## config.mk

```make
export PLATFORM = sky130hd
export DESIGN_NAME = tlqs_front
export DESIGN_NICKNAME = d
export VERILOG_FILES = /design/src/rtl/tlqs_pkg.sv /design/src/rtl/tlqs_front.sv
export SDC_FILE = /design/constraint.sdc
export NUM_CORES = 1
export LEC_CHECK = 0
export BUFFER_PORTS_ARGS = -buffer_cell sky130_fd_sc_hd__buf_4
export CAP_MARGIN = 20
export CORE_ASPECT_RATIO = 0.75
export CORE_MARGIN = 3
export CORE_UTILIZATION = 48
export CTS_BUF_LIST = sky130_fd_sc_hd__clkbuf_4
export DETAILED_ROUTE_END_ITERATION = 6
export PLACE_DENSITY = 0.8
export SLEW_MARGIN = 15
export SYNTH_ARGS = -nofsm -noshare
export SYNTH_HDL_FRONTEND = slang
export SYNTH_SLANG_ARGS = --single-unit
```

## constraint.sdc

```tcl
create_clock -name clk -period 1.9 [get_ports clk]
set_clock_uncertainty 0.05 [all_clocks]
set_input_delay 0.19 -clock clk [delete_from_list [all_inputs] [get_ports clk]]
set_output_delay 0.19 -clock clk [all_outputs]
set_load 0.03 [all_outputs]
```

## src/rtl/tlqs_pkg.sv

```systemverilog
// Shared types and constants of the two-level queue scheduler.
// No dependencies; imported by every module of the block.
package tlqs_pkg;

  localparam int ArrW   = 16;
  localparam int BurstW = 16;
  localparam int JobW   = 8;
  localparam int ClkW   = 24;
  localparam int DiffW  = 25;
  localparam int SumW   = 32;

  // result status codes
  localparam logic [1:0] ST_LOADED  = 2'd0;
  localparam logic [1:0] ST_DROPPED = 2'd1;
  localparam logic [1:0] ST_EXEC    = 2'd2;
  localparam logic [1:0] ST_NONE    = 2'd3;

  // command queue between front and back
  localparam int CmdqDepth = 2;
  localparam int CmdqAw    = 1;

  typedef struct packed {
    logic              is_dispatch;
    logic              user;
    logic [ArrW-1:0]   arrival;
    logic [BurstW-1:0] burst;
  } cmd_t;

  typedef struct packed {
    logic [JobW-1:0]   number;
    logic [ArrW-1:0]   arrival;
    logic [BurstW-1:0] burst;
  } job_t;

endpackage

```

## src/rtl/tlqs_front.sv

```systemverilog
// Front end: takes input transfers, decodes them into commands and holds
// them in a two-entry command queue. Depends on tlqs_pkg.
module tlqs_front
  import tlqs_pkg::*;
(
  input  logic              clk,
  input  logic              rst_n,
  input  logic              in_valid,
  output logic              in_ready,
  input  logic              in_mode,
  input  logic [ArrW-1:0]   in_arrival_time,
  input  logic [BurstW-1:0] in_burst_time,
  input  logic              in_user_class,
  output logic              cmd_valid,
  input  logic              cmd_ready,
  output cmd_t              cmd
);

  cmd_t              q_r [CmdqDepth];
  logic [CmdqAw-1:0] wr_ptr_r, rd_ptr_r;
  logic [CmdqAw:0]   cnt_r;
  logic              push, pop;
  cmd_t              dec;

  assign in_ready  = (cnt_r != (CmdqAw+1)'(CmdqDepth));
  assign cmd_valid = (cnt_r != '0);
  assign cmd       = q_r[rd_ptr_r];
  assign push      = in_valid && in_ready;
  assign pop       = cmd_valid && cmd_ready;

  always_comb begin
    dec.is_dispatch = in_mode;
    dec.user        = in_user_class;
    dec.arrival     = in_arrival_time;
    dec.burst       = in_burst_time;
  end

  always_ff @(posedge clk) begin
    if (push) begin
      q_r[wr_ptr_r] <= dec;
    end
  end

  always_ff @(posedge clk) begin
    if (!rst_n) begin
      wr_ptr_r <= '0;
      rd_ptr_r <= '0;
      cnt_r    <= '0;
    end else begin
      if (push) begin
        wr_ptr_r <= wr_ptr_r + 1'b1;
      end
      if (pop) begin
        rd_ptr_r <= rd_ptr_r + 1'b1;
      end
      if (push && !pop) begin
        cnt_r <= cnt_r + 1'b1;
      end else if (pop && !push) begin
        cnt_r <= cnt_r - 1'b1;
      end
    end
  end

endmodule

```

==> metrics.txt <==
status=complete, no violations; Starting Density=a little over half; port bufs=between 70 and 80; Core Region=~5000 sq um; syn avg cell area=between 20 and 25 sq um; RSZ-0062 raised after global routing=yes; I/O pin count=74; DRC viols=0; Die Area=between 6000 and 7000 sq um; Mapped Area=about 2700 sq um; WP data required=about 1.7 ns; via count=1565; Slew HR=between 80% and 90%; startpoint types=flip-flop; final number of setup-violating endpoints=0; Synth cell types=19; critical path's most frequent cell=buf_4; Final #Nets=a little under 300; WL/cell=between 15 and 20 microns; Routed WL=about 5300 microns; Clock Latency Late Sink=approximately 0.40 ns; Util after Layout=about three quarters; vias per cell=between 4 and 5; Fmax achieved=0.556 GHz; crit-path leading delay family=buffers and inverters; Num CTS Buffers=9; CP cell instances=buf_4 -> mux2_2 -> buf_4; grt ovf=0; CTS tree=done; Synth-to-Final Area Change=42.0%; critical path peak fanout=16; crit path time final=approximately 1.8 ns; Hold/Removal Path Class=input port to flip-flop; R2R Path Start=cnt_r[1]; Num Clock Sinks=between 70 and 80; max cap viols=0; Max VDD drop=between 0.0007 and 0.0008 V; final worst path period share=around 95%; share of cells above drive strength 1=51.0%; Die Y=70.8 microns; leakage power=approximately 1.5 nW; FF-to-FF setup slack=0.22 ns; met2 routed WL=roughly 2700 microns; Max Slew Vio Count=0; post-synthesis sequential area ratio=79.7%; Top Layer Used=met4; cell at the slowest stage of the critical path=dfxtp_1; measured slew at the worst slew-check pin=~0.27 ns; Post-CTS Setup Bufs=0; critical path depth=3; Hold Violations, Final=0; first-pass GRT wire length=~8600 microns; cell count after synthesis=130; CTS Buffer Depth=2; all-layer global routing usage=approximately 18%; largest net degree at the start of global routing=35; ys async rst share=0%; Synth Flop Type=edfxtp_1; Syn. warnings=0; Buf/Inv on CP=2; DRT iter0 DRCs=roughly 110; Antenna Cells=0; Pwr Total=around 4.6 mW; met3 wire length=429 microns; Root Buffer=clkbuf_4; CTS H-tree lvls=3; setup TNS=0 ns; DP Wirelength=3390 microns; initial antenna violation count=0; EDFF count, synth=68; Synth Register Bits=73; CP peak stage delay=about 0.37 ns; CP Capture Point=cmd[27]; wire length on met1=~2100 microns; R2R depth=5; Power Dens Cells=between 1000 and 1500 nW/um^2; worst reg2reg path endpoint=cnt_r[1]; DR pass1 iterations=4; CP Class=flip-flop to output pin; die width=92.4 microns; Fillers=323; Rows=22; Arrival @ worst endpoint=between 1.5 and 2 ns; vias in the first global route=roughly 1700; CTS clk-pin slew, worst paths=around 0.11 ns; syn_nets=approximately 170; GP Congestion=between 0.6 and 0.7; Final ANT Viol Nets=0; Crit. End Element=output pin
## power by group
group / total [mW] / internal (mW) / leakage, nW / switching [mW]
logic: 1.78 / 0.777 / 0.714 / 1.01
clock network: 0.754 / 0.284 / 0.0655 / 0.470
registers: 2.09 / 2.01 / 0.676 / 0.0765
## per-layer routing
layer,global-route usage (%),up-vias
met5,0,-
met4,7.08,0
met3,7.23,6
met2,30.1,66
met1,20.4,749
li1,-,744
## layout make-up
| cell class | count | area, sq um | area share, % |
|---|---|---|---|
| Timing Repair Buffer | 113 | 952 | 25.0 |
| Sequential cell | 73 | 2140 | 56.1 |
| Inverter | 1 | 3.75 | 0.0984 |
| Tap cell | 72 | 90.1 | 2.36 |
| Multi-Input combinational cell | 52 | 523 | 13.7 |
| Clock inverter | 5 | 22.5 | 0.590 |
| Clock buffer | 11 | 82.6 | 2.16 |
## per-stage QoR
stage               area (sq um)  cells  worst slack [ns]  hold WS (ns)
global route                3820    327          -0.00414        0.0382
finish                      3820    327             0.101        0.0712
CTS                         3810    327            0.0310        0.0323
global placement            3360    276             0.349         0.325
floorplan                   2690    130            0.0772         0.239
detailed placement          3360    276             0.236         0.327
## layout by cell type, fill, tap and decap left out
master         count
a21bo_2            1
a21boi_0           1
a21boi_1           1
and2_1             4
and3_2             1
buf_12             1
buf_4             76
buf_6              1
clkbuf_4          11
clkinv_1           2
clkinv_2           3
dfxtp_1            5
dlygate4sd3_1     35
edfxtp_1          68
ha_1               1
inv_1              1
mux2_2            34
nand2b_4           1
nand3b_1           1
o21ai_0            1
o21ai_1            1
or2_2              1
or3_1              1
xnor2_1            2
xor2_1             1
## flip-flops by register name, summed over array words and instances, names as in the netlist, named ones only
register / flops
cnt_r: 2
q_r: 68
rd_ptr_r: 1
wr_ptr_r: 1
## worst min-delay path, delay by kind of cell
family	cells	cell delay, ns
buffers and inverters	1	0.12
and+or+nand+nor	1	0.09
AOI/OAI and AO/OA	1	0.08
## repair_timing
item / 4_1_cts / 5_1_grt
gates resized for setup: 0 / 1
hold endpoints to repair: 73 / 0
setup endpoints to repair: 0 / 10
hold buffers: 35 / 0
## Yosys cell counts, drive strengths merged (2+ instances only)
| library cell | instances | area share [%] |
|---|---|---|
| a21boi | 2 | 0.56 |
| edfxtp | 68 | 76 |
| buf | 4 | 0.74 |
| dfxtp | 5 | 3.7 |
| xnor2 | 2 | 0.65 |
| o21ai | 2 | 0.37 |
| mux2 | 34 | 14 |
| and2 | 4 | 0.93 |
## worst min path at each step
stage                            from          to  slack, ns  depth (start not counted)
finish                       in_valid    wr_ptr_r       0.07                          3
detailed placement  in_burst_time[11]  q_r[1][11]       0.33                          1
floorplan            in_burst_time[0]   q_r[0][0]       0.24                          0
global route                 in_valid    wr_ptr_r       0.04                          3
CTS                          in_valid    wr_ptr_r       0.03                          3
global placement    in_burst_time[12]  q_r[0][12]       0.32                          1
## logic make-up after synthesis
family | count (synthesis) | share of synthesized area (%)
AOI/OAI and AO/OA | 5 | 1.30
xor gates and xnor gates | 3 | 0.978
and+or+nand+nor | 9 | 2.42
buffers and inverters | 5 | 0.884
DFF | 73 | 79.7
adders and majority gates | 1 | 0.465
muxes | 34 | 14.2
Note: power is estimated with default switching activity, not from simulation.
